### src/rtl/dedup_fifo_queue_top_defines.svh
// assertion macros used by the top-level rtl file
`ifndef DEDUP_FIFO_QUEUE_TOP_DEFINES_SVH
`define DEDUP_FIFO_QUEUE_TOP_DEFINES_SVH

// same-cycle implication, checked out of reset
`define DFQ_ASSERT_NOW(lbl, ante, cons, msg) \
  lbl: assert property (@(posedge clk_i) disable iff (!rst_ni) (ante) |-> (cons)) \
    else $error(msg);

// next-cycle implication, checked out of reset
`define DFQ_ASSERT_NEXT(lbl, ante, cons, msg) \
  lbl: assert property (@(posedge clk_i) disable iff (!rst_ni) (ante) |=> (cons)) \
    else $error(msg);

`endif

### src/rtl/dfq_pkg.sv
`default_nettype none

package dfq_pkg;

  localparam int unsigned ValueW  = 32;
  localparam int unsigned StatusW = 2;
  localparam int unsigned OccW    = 7;

  // opcodes
  localparam logic OP_ENQ = 1'b0;
  localparam logic OP_DEQ = 1'b1;

  // result status codes
  localparam logic [StatusW-1:0] STAT_OK    = 2'd0;
  localparam logic [StatusW-1:0] STAT_DUP   = 2'd1;
  localparam logic [StatusW-1:0] STAT_FULL  = 2'd2;
  localparam logic [StatusW-1:0] STAT_EMPTY = 2'd3;

  // controller to datapath commands
  typedef struct packed {
    logic load;     // capture the accepted item
    logic scan;     // one step of the duplicate search
    logic rd_head;  // read the head entry
    logic commit;   // update state and write the result register
  } dfq_cmd_t;

  // datapath to controller status
  typedef struct packed {
    logic scan_done;  // every stored entry compared
    logic slot_free;  // result register can take a new result
  } dfq_sts_t;

endpackage

`default_nettype wire

### src/rtl/dfq_if.sv
`default_nettype none

// request channel: one operation per transfer
interface dfq_req_if;
  logic                            valid;
  logic                            ready;
  logic                            opcode;
  logic [dfq_pkg::ValueW-1:0]      item_value;

  modport source (output valid, output opcode, output item_value, input ready);
  modport sink   (input valid, input opcode, input item_value, output ready);
endinterface

// response channel: one result per transfer
interface dfq_rsp_if;
  logic                            valid;
  logic                            ready;
  logic [dfq_pkg::StatusW-1:0]     status;
  logic [dfq_pkg::ValueW-1:0]      head_value;
  logic [dfq_pkg::OccW-1:0]        occupancy;

  modport source (output valid, output status, output head_value, output occupancy,
                  input ready);
  modport sink   (input valid, input status, input head_value, input occupancy,
                  output ready);
endinterface

`default_nettype wire

### src/rtl/dfq_datapath.sv
`default_nettype none

module dfq_datapath #(
  parameter int unsigned DEPTH = 64
) (
  input  wire logic                        clk_i,
  input  wire logic                        rst_ni,
  input  wire dfq_pkg::dfq_cmd_t           cmd_i,
  output dfq_pkg::dfq_sts_t                sts_o,
  input  wire logic                        in_op_i,
  input  wire logic [dfq_pkg::ValueW-1:0]  in_value_i,
  input  wire logic                        out_ready_i,
  output logic                             out_valid_o,
  output logic [dfq_pkg::StatusW-1:0]      out_status_o,
  output logic [dfq_pkg::ValueW-1:0]       out_head_o,
  output logic [dfq_pkg::OccW-1:0]         out_occ_o
);
  import dfq_pkg::*;

  localparam int unsigned AW = (DEPTH > 1) ? $clog2(DEPTH) : 1;
  localparam int unsigned CW = $clog2(DEPTH + 1);

  // circular storage, head is the oldest entry
  logic [ValueW-1:0] mem [DEPTH];

  logic [AW-1:0]     head_q, head_d, tail_q, tail_d;
  logic [CW-1:0]     count_q, count_d;
  logic [CW-1:0]     scan_cnt_q;
  logic [AW-1:0]     scan_ptr_q;
  logic              rd_vld_q, hit_q, out_vld_q;
  logic [ValueW-1:0] rd_q;
  logic              op_q;
  logic [ValueW-1:0] val_q;
  logic [StatusW-1:0] status_q, status_d;
  logic [ValueW-1:0] head_val_q, head_val_d;
  logic [OccW-1:0]   occ_q;

  logic          issue, full, push, pop, rd_en;
  logic [AW-1:0] rd_addr;

  function automatic logic [AW-1:0] ptr_inc(input logic [AW-1:0] p);
    ptr_inc = (p == AW'(DEPTH - 1)) ? '0 : p + AW'(1);
  endfunction

  // search and read port control
  assign issue   = (scan_cnt_q != count_q);
  assign full    = (count_q == CW'(DEPTH));
  assign rd_en   = cmd_i.rd_head | (cmd_i.scan & issue);
  assign rd_addr = cmd_i.rd_head ? head_q : scan_ptr_q;

  // result and next state at commit
  always_comb begin
    push       = 1'b0;
    pop        = 1'b0;
    status_d   = STAT_OK;
    head_val_d = '0;
    if (op_q == OP_ENQ) begin
      if (hit_q) begin
        status_d = STAT_DUP;
      end else if (full) begin
        status_d = STAT_FULL;
      end else begin
        push = 1'b1;
      end
    end else begin
      if (count_q == '0) begin
        status_d = STAT_EMPTY;
      end else begin
        pop        = 1'b1;
        head_val_d = rd_q;
      end
    end
    head_d  = pop ? ptr_inc(head_q) : head_q;
    tail_d  = push ? ptr_inc(tail_q) : tail_q;
    count_d = count_q;
    if (push) begin
      count_d = count_q + CW'(1);
    end else if (pop) begin
      count_d = count_q - CW'(1);
    end
  end

  // storage write and registered read
  always_ff @(posedge clk_i) begin
    if (cmd_i.commit && push) begin
      mem[tail_q] <= val_q;
    end
    if (rd_en) begin
      rd_q <= mem[rd_addr];
    end
  end

  // control state
  always_ff @(posedge clk_i or negedge rst_ni) begin
    if (!rst_ni) begin
      head_q     <= '0;
      tail_q     <= '0;
      count_q    <= '0;
      scan_cnt_q <= '0;
      scan_ptr_q <= '0;
      rd_vld_q   <= 1'b0;
      hit_q      <= 1'b0;
      out_vld_q  <= 1'b0;
    end else begin
      if (cmd_i.load) begin
        scan_cnt_q <= '0;
        scan_ptr_q <= head_q;
        rd_vld_q   <= 1'b0;
        hit_q      <= 1'b0;
      end else if (cmd_i.scan) begin
        rd_vld_q <= issue;
        if (issue) begin
          scan_cnt_q <= scan_cnt_q + CW'(1);
          scan_ptr_q <= ptr_inc(scan_ptr_q);
        end
        if (rd_vld_q && (rd_q == val_q)) begin
          hit_q <= 1'b1;
        end
      end
      if (cmd_i.commit) begin
        head_q    <= head_d;
        tail_q    <= tail_d;
        count_q   <= count_d;
        out_vld_q <= 1'b1;
      end else if (out_ready_i) begin
        out_vld_q <= 1'b0;
      end
    end
  end

  // payload registers
  always_ff @(posedge clk_i) begin
    if (cmd_i.load) begin
      op_q  <= in_op_i;
      val_q <= in_value_i;
    end
    if (cmd_i.commit) begin
      status_q   <= status_d;
      head_val_q <= head_val_d;
      occ_q      <= OccW'(count_d);
    end
  end

  assign sts_o.scan_done = !issue && !rd_vld_q;
  assign sts_o.slot_free = !out_vld_q || out_ready_i;

  assign out_valid_o  = out_vld_q;
  assign out_status_o = status_q;
  assign out_head_o   = head_val_q;
  assign out_occ_o    = occ_q;

endmodule

`default_nettype wire

### src/rtl/dfq_ctrl.sv
`default_nettype none

module dfq_ctrl (
  input  wire logic               clk_i,
  input  wire logic               rst_ni,
  input  wire logic               in_valid_i,
  input  wire logic               in_op_i,
  output logic                    in_ready_o,
  input  wire dfq_pkg::dfq_sts_t  sts_i,
  output dfq_pkg::dfq_cmd_t       cmd_o
);
  import dfq_pkg::*;

  typedef enum logic [1:0] {
    S_IDLE,
    S_SCAN,
    S_DREAD,
    S_FINISH
  } state_e;

  state_e state_q, state_d;
  logic   accept;

  assign in_ready_o = (state_q == S_IDLE);
  assign accept     = in_valid_i && in_ready_o;

  // commands and next state
  always_comb begin
    state_d       = state_q;
    cmd_o         = '0;
    case (state_q)
      S_IDLE: begin
        if (accept) begin
          cmd_o.load = 1'b1;
          state_d    = (in_op_i == OP_ENQ) ? S_SCAN : S_DREAD;
        end
      end
      S_SCAN: begin
        cmd_o.scan = 1'b1;
        if (sts_i.scan_done) begin
          state_d = S_FINISH;
        end
      end
      S_DREAD: begin
        cmd_o.rd_head = 1'b1;
        state_d       = S_FINISH;
      end
      S_FINISH: begin
        if (sts_i.slot_free) begin
          cmd_o.commit = 1'b1;
          state_d      = S_IDLE;
        end
      end
      default: begin
        state_d = S_IDLE;
      end
    endcase
  end

  // state register
  always_ff @(posedge clk_i or negedge rst_ni) begin
    if (!rst_ni) begin
      state_q <= S_IDLE;
    end else begin
      state_q <= state_d;
    end
  end

endmodule

`default_nettype wire

### src/rtl/dedup_fifo_queue_top.sv
`default_nettype none

// First-in first-out queue of 32-bit values that stores each value at most
// once. An enqueue compares its value against every stored entry, one entry
// per cycle on the single read port of the entry memory, and then reports
// duplicate, full or appends the value. A dequeue reads the head entry. One
// item is in work at a time; the next request transfer is taken as soon as
// the result of the previous one sits in the output register, and a result
// waits there until the response side takes it. Occupancy reports the entry
// count masked to 7 bits. The entry memory needs no clearing after reset.
module dedup_fifo_queue_top #(
  parameter int unsigned DEPTH = 64
) (
  input  wire logic  clk_i,
  input  wire logic  rst_ni,
  dfq_req_if.sink    req_i,
  dfq_rsp_if.source  rsp_o
);
  import dfq_pkg::*;

  `include "dedup_fifo_queue_top_defines.svh"

  dfq_cmd_t cmd;
  dfq_sts_t sts;

  dfq_ctrl u_ctrl (
    .clk_i      (clk_i),
    .rst_ni     (rst_ni),
    .in_valid_i (req_i.valid),
    .in_op_i    (req_i.opcode),
    .in_ready_o (req_i.ready),
    .sts_i      (sts),
    .cmd_o      (cmd)
  );

  dfq_datapath #(
    .DEPTH (DEPTH)
  ) u_datapath (
    .clk_i        (clk_i),
    .rst_ni       (rst_ni),
    .cmd_i        (cmd),
    .sts_o        (sts),
    .in_op_i      (req_i.opcode),
    .in_value_i   (req_i.item_value),
    .out_ready_i  (rsp_o.ready),
    .out_valid_o  (rsp_o.valid),
    .out_status_o (rsp_o.status),
    .out_head_o   (rsp_o.head_value),
    .out_occ_o    (rsp_o.occupancy)
  );

  // one item in work at a time
  `DFQ_ASSERT_NEXT(a_busy_after_accept, req_i.valid && req_i.ready, !req_i.ready,
    "request taken while an item is in work")
  // a result never overwrites one that was not taken
  `DFQ_ASSERT_NOW(a_commit_slot_free, cmd.commit, sts.slot_free,
    "result register overwritten before transfer")
  // only a successful dequeue carries a head value
  `DFQ_ASSERT_NOW(a_head_zero, rsp_o.valid && (rsp_o.status != STAT_OK),
    rsp_o.head_value == '0, "head value set on a non-ok result")
  // each command comes alone
  `DFQ_ASSERT_NOW(a_cmd_onehot, 1'b1, $onehot0(cmd),
    "more than one datapath command in a cycle")

endmodule

`default_nettype wire

### src/flat_wrapper.sv
// flat-port wrapper written by rule: the top's interface ports become plain ports
module dedup_fifo_queue_top_flat import dfq_pkg::*;
#(
  parameter int unsigned DEPTH = 64
)
  (clk_i, rst_ni, req_i_valid, req_i_opcode, req_i_item_value, req_i_ready, rsp_o_valid, rsp_o_status, rsp_o_head_value, rsp_o_occupancy, rsp_o_ready);
  dfq_req_if req_i_i ();
  dfq_rsp_if rsp_o_i ();
  input  wire logic clk_i;
  input  wire logic rst_ni;
  input wire logic [$bits(req_i_i.valid)-1:0] req_i_valid;
  input wire logic [$bits(req_i_i.opcode)-1:0] req_i_opcode;
  input wire logic [$bits(req_i_i.item_value)-1:0] req_i_item_value;
  output wire logic [$bits(req_i_i.ready)-1:0] req_i_ready;
  output wire logic [$bits(rsp_o_i.valid)-1:0] rsp_o_valid;
  output wire logic [$bits(rsp_o_i.status)-1:0] rsp_o_status;
  output wire logic [$bits(rsp_o_i.head_value)-1:0] rsp_o_head_value;
  output wire logic [$bits(rsp_o_i.occupancy)-1:0] rsp_o_occupancy;
  input wire logic [$bits(rsp_o_i.ready)-1:0] rsp_o_ready;
  assign req_i_i.valid = req_i_valid;
  assign req_i_i.opcode = req_i_opcode;
  assign req_i_i.item_value = req_i_item_value;
  assign req_i_ready = req_i_i.ready;
  assign rsp_o_valid = rsp_o_i.valid;
  assign rsp_o_status = rsp_o_i.status;
  assign rsp_o_head_value = rsp_o_i.head_value;
  assign rsp_o_occupancy = rsp_o_i.occupancy;
  assign rsp_o_i.ready = rsp_o_ready;
  dedup_fifo_queue_top #(.DEPTH(DEPTH)) u_core (.clk_i(clk_i), .rst_ni(rst_ni), .req_i(req_i_i), .rsp_o(rsp_o_i));
endmodule
### config.mk
export PLATFORM = sky130hd
export DESIGN_NAME = dedup_fifo_queue_top_flat
export DESIGN_NICKNAME = d
export VERILOG_FILES = /design/src/rtl/dfq_pkg.sv /design/src/rtl/dfq_if.sv /design/src/rtl/dfq_datapath.sv /design/src/rtl/dfq_ctrl.sv /design/src/rtl/dedup_fifo_queue_top.sv /design/src/flat_wrapper.sv
export VERILOG_INCLUDE_DIRS = /design/src /design/src/rtl
export SDC_FILE = /design/constraint.sdc
export NUM_CORES = 2
export LEC_CHECK = 0
export ABC_AREA = 1
export BUFFER_PORTS_ARGS = -buffer_cell sky130_fd_sc_hd__buf_2
export CORE_MARGIN = 8
export CORE_UTILIZATION = 25
export DETAILED_ROUTE_END_ITERATION = 10
export GPL_TIMING_DRIVEN = 1
export SYNTH_ARGS = -nofsm -noshare
export SYNTH_HDL_FRONTEND = slang
export SYNTH_SLANG_ARGS = --single-unit
### constraint.sdc
create_clock -name clk_i -period 5.4 [get_ports clk_i]
set_input_delay 0.81 -clock clk_i [delete_from_list [all_inputs] [get_ports clk_i]]
set_output_delay 0.81 -clock clk_i [all_outputs]
set_load 0.01 [all_outputs]
==> summary.md <==
| Metric | Value |
|---|---|
| Post-Synth Adder-Cell Area | `0.1438%` |
| P_sw | `0.02785 W` |
| Cell taking the most area after synthesis | `edfxtp_1` |
| Top_reg_cell synth | `edfxtp_1` |
| Final HPWL DP | `158.4 mm` |
| Mapped Cells | `9122` |
| Largest net degree at the start of global routing | `124` |
| Leak Pwr | `44.57 nW` |
| FF-to-FF path depth | `15` |
| Sequential cell fraction of total power | `32.5%` |
| Top-area cell type share of the netlist area | `67.56%` |
| GRT overflow | `0` |
| Peak VDD IR | `0.0009952 V` |
| Global route hottest layer | `met2` |
| Final hold violation count | `0` |
| CTS tree | `done` |
| M2 GR Usage | `21.87%` |
| Crit path buffers/inverters | `5` |
| Highest Clock Rate | `198.9 MHz` |
| First-pass GRT wire length | `427.2 mm` |
| Pwr per Cell Area | `576.8 nW/um^2` |
| GRT Total Usage | `13.96%` |
| Final Skew | `63.29 ps` |
| R2r endpoint | `u_core.u_datapath.rd_q[8]` |
| Top delay family on crit path | `simple AND/OR/NAND/NOR gates` |
| Compound-Gate Fraction of Synth Area | `0.3241%` |
| Worst path max stage delay | `820 ps` |
| Width of the die | `634.8 um` |
| M3 GR Usage | `2.848%` |
| Launching point of the worst reg2reg path | `u_core.u_ctrl.state_q[0]` |
| Number of flops mapped to enable cells by yosys | `2154` |
| WL per Instance | `20.46 um` |
| Drt pass-1 iters | `6` |
| Setup violations, final | `0` |
| Ys Warns | `0` |
| Initial antenna violation count | `11` |
| Final Max Tran Viols | `0` |
| Synth Area in Simple Gates | `20.90%` |
| Post-cts hold buffer count | `0` |
| Worst Max-Slew Pin Slew | `1089 ps` |
| Antenna Nets Post-Route | `0` |
| Root Driver | `clkbuf_16` |
| DRC Markers | `0` |
| H-Tree Depth | `4` |
| Max FO, Critical Path | `67` |
| Synth Cell Area | `95730 um^2` |
| Clock Power Share | `23.3%` |
| Slowest-stage cell, CP | `ha_1` |
| Flops & latches, synth | `2191` |
| Chip Height | `634.8 um` |
| CP most frequent cell | `nand3_1` |
| Largest family of logic cells by synthesized area | `simple AND/OR/NAND/NOR gates` |
| Vias | `65880` |
| Worst EP required | `6000 ps` |
| Mux contribution to synthesized area | `0%` |
| Layout cells sized above 1 | `7.553%` |
| Pint | `0.03570 W` |
| Final Hold Slack | `58.81 ps` |
| Worst skew pair latency | `870 ps` |
| Syn_nets | `9170` |
| R2r setup slk | `370 ps` |
| Crit-path cells | `inv_1 -> ha_1 -> nand2_4 -> nand2_4 -> buf_12 -> buf_4 -> buf_12 -> buf_4 -> nand2_1 -> nand3_1 -> nand3_1 -> nand3_1 -> nand3_1 -> nand3_1 -> nand2_1` |
| Syn_area_per_cell | `10.49 um^2` |
| Met1 usage in global routing | `19.13%` |
| Netlist cell types | `34` |
| Tmin final | `5028 ps` |
| Vias per cell | `4.578` |
| Routed WL | `294.5 mm` |
| CP endpoint kind | `register` |
| Clock-pin slew on the worst setup and hold paths | `70 ps` |
| GPL Wtd Cong | `0.8168` |
| Async S/R FF share, synth | `1.689%` |
| IO Pins | `80` |
| Iteration-0 DRC Markers | `8237` |
| Final Cycle Share | `93.12%` |
| Core area | `381700 um^2` |
| Slew HR | `27.10%` |
| Largest cells by area after synthesis | `edfxtp_1 (68%), nand3_1 (11%), nand2_1 (7.8%), inv_1 (7.4%), buf_2 (1.6%)` |
| Cts bufs inserted | `211` |
| Synth Area in XOR/XNOR | `0.3294%` |
| Setup crit start kind | `register` |
| Die area | `403000 um^2` |
| Clk sinks | `2191` |
| Fin Setup TNS | `0 ps` |
| Max-Cap Viols | `0` |
| Worst path arrival time | `5630 ps` |
| Layout area overhead | `15.10%` |
| PortBufs | `79` |
| Critical Setup Path Class | `reg -> reg` |
| RSZ-0062 raised after global routing | `false` |
| Sw Ratio | `43.82%` |
| Sequential share of the synthesized area | `68.53%` |
| Comb pwr share | `44.1%` |
| Vias in the first global route | `61780` |
| FP Rows | `227` |
| Initial core utilization | `25.08%` |
| Resize count post-CTS | `0` |
| Status | `complete, no violations` |
| Nets | `9216` |
| Hold Crit Class | `in -> async` |
| Max Buffers Root-to-Sink | `3` |
| Post-CTS setup buffer count | `0` |
[registers in the layout, summed over array words and instances (netlist names)]
name	cells
u_core.u_datapath.mem	2048
u_core.u_datapath.out_head_o	32
u_core.u_datapath.rd_q	32
u_core.u_datapath.val_q	32
u_core.u_datapath.count_q	7
u_core.u_datapath.out_occ_o	7
u_core.u_datapath.scan_cnt_q	7
u_core.u_datapath.head_q	6
u_core.u_datapath.scan_ptr_q	6
u_core.u_datapath.tail_q	6
u_core.u_ctrl.state_q	2
u_core.u_datapath.out_status_o	2
u_core.u_datapath.hit_q	1
u_core.u_datapath.op_q	1
u_core.u_datapath.out_valid_o	1
u_core.u_datapath.rd_vld_q	1
[cell usage in the layout (no fill, tap or decap), drive strengths merged, types with 3 or more instances in the layout]
cell type,n
o21ai,37
dfrtp,37
diode,6
clkinvlp,5
or2,4
nand3,2169
nand4,12
bufinv,20
nand3b,129
a21oi,5
buf,324
nor3,12
xnor2,5
clkinv,101
o22ai,4
nor3b,3
o211ai,3
xor2,31
nor2,134
ha,11
clkbuf,258
nand2,1988
edfxtp,2154
inv,1895
[routing by layer]
layer / wire (um) / up-vias
li1: - / 29980
met1: 123200 / 32110
met2: 130600 / 3275
met3: 29940 / 506
met4: 10760 / 4
met5: 24 / -
[worst max-delay path by stage]
stage / startpoint / endpoint / slack [ps] / depth (start not counted)
final: u_core.u_ctrl.state_q[0] / u_core.u_datapath.rd_q[8] / 370 / 15
after global routing: u_core.u_ctrl.state_q[0] / u_core.u_datapath.rd_q[8] / 230 / 15
after CTS: u_core.u_ctrl.state_q[0] / u_core.u_datapath.rd_q[8] / 540 / 15
after detailed placement: u_core.u_ctrl.state_q[0] / u_core.u_datapath.rd_q[8] / 530 / 15
after global placement: u_core.u_ctrl.state_q[0] / u_core.u_datapath.rd_q[8] / 550 / 15
after floorplan: rsp_o_ready / u_core.u_datapath.mem[15][0] / 1240 / 8
[stage by stage]
stage / worst slack [ps] / area, um^2 / std cells / power (W) / utilization (%)
6_report: 371.6 / 110200 / 14390 / 0.06355 / 28.87
5_1_grt: 225.3 / 110200 / 14390 / 0.06629 / 28.86
4_1_cts: 538.2 / 110200 / 14390 / 0.06335 / 28.86
3_5_place_dp: 533.2 / 103400 / 13990 / 0.04863 / 27.08
3_3_place_gp: 551.4 / 103400 / 13990 / 0.04853 / 27.08
2_1_floorplan: 1244 / 95730 / 9122 / 0.03712 / -
[synthesized netlist by cell type (5+ instances only)]
| master | n |
|---|---|
| nand3_1 | 2165 |
| edfxtp_1 | 2154 |
| nand2_1 | 1985 |
| inv_1 | 1885 |
| buf_2 | 315 |
| nor2_1 | 133 |
| nand3b_1 | 129 |
| clkbuf_1 | 128 |
| buf_1 | 39 |
| dfrtp_1 | 37 |
| o21ai_0 | 33 |
| xor2_1 | 31 |
| nand4_1 | 12 |
| nor3_1 | 12 |
| ha_1 | 11 |
| buf_4 | 9 |
| a21oi_1 | 5 |
| xnor2_1 | 5 |
[power by group through the flow]
stage | Sequential, W | Clock, W | Combinational [W]
floorplan | 0.0211 | 0 | 0.0160
global placement | 0.0210 | 0 | 0.0275
detailed placement | 0.0210 | 0 | 0.0276
CTS | 0.0207 | 0.0150 | 0.0277
global route | 0.0207 | 0.0156 | 0.0300
finish | 0.0207 | 0.0148 | 0.0280
[final cells by class]
type / instances / area [um^2]
clock inverter: 134 / 1280
fill: 38990 / 271500
multi-input combinational: 4553 / 21350
sequential: 2191 / 65610
clock buffer: 258 / 5540
tap: 5038 / 6304
antenna: 6 / 15.01
timing repair buffer: 324 / 2998
inverter: 1887 / 7097
[cell families (layout without fill, tap and decap cells)]
kind of cell | Yosys count | in the layout
buffers and inverters | 2378 | 2603
adder cells (fa/ha/maj) | 11 | 11
AND/OR/NAND/NOR | 4452 | 4452
other | 0 | 6
XOR/XNOR | 36 | 36
flip-flops | 2191 | 2191
AO/OA/AOI/OAI | 54 | 54
Power figures use the tool's default switching activity.
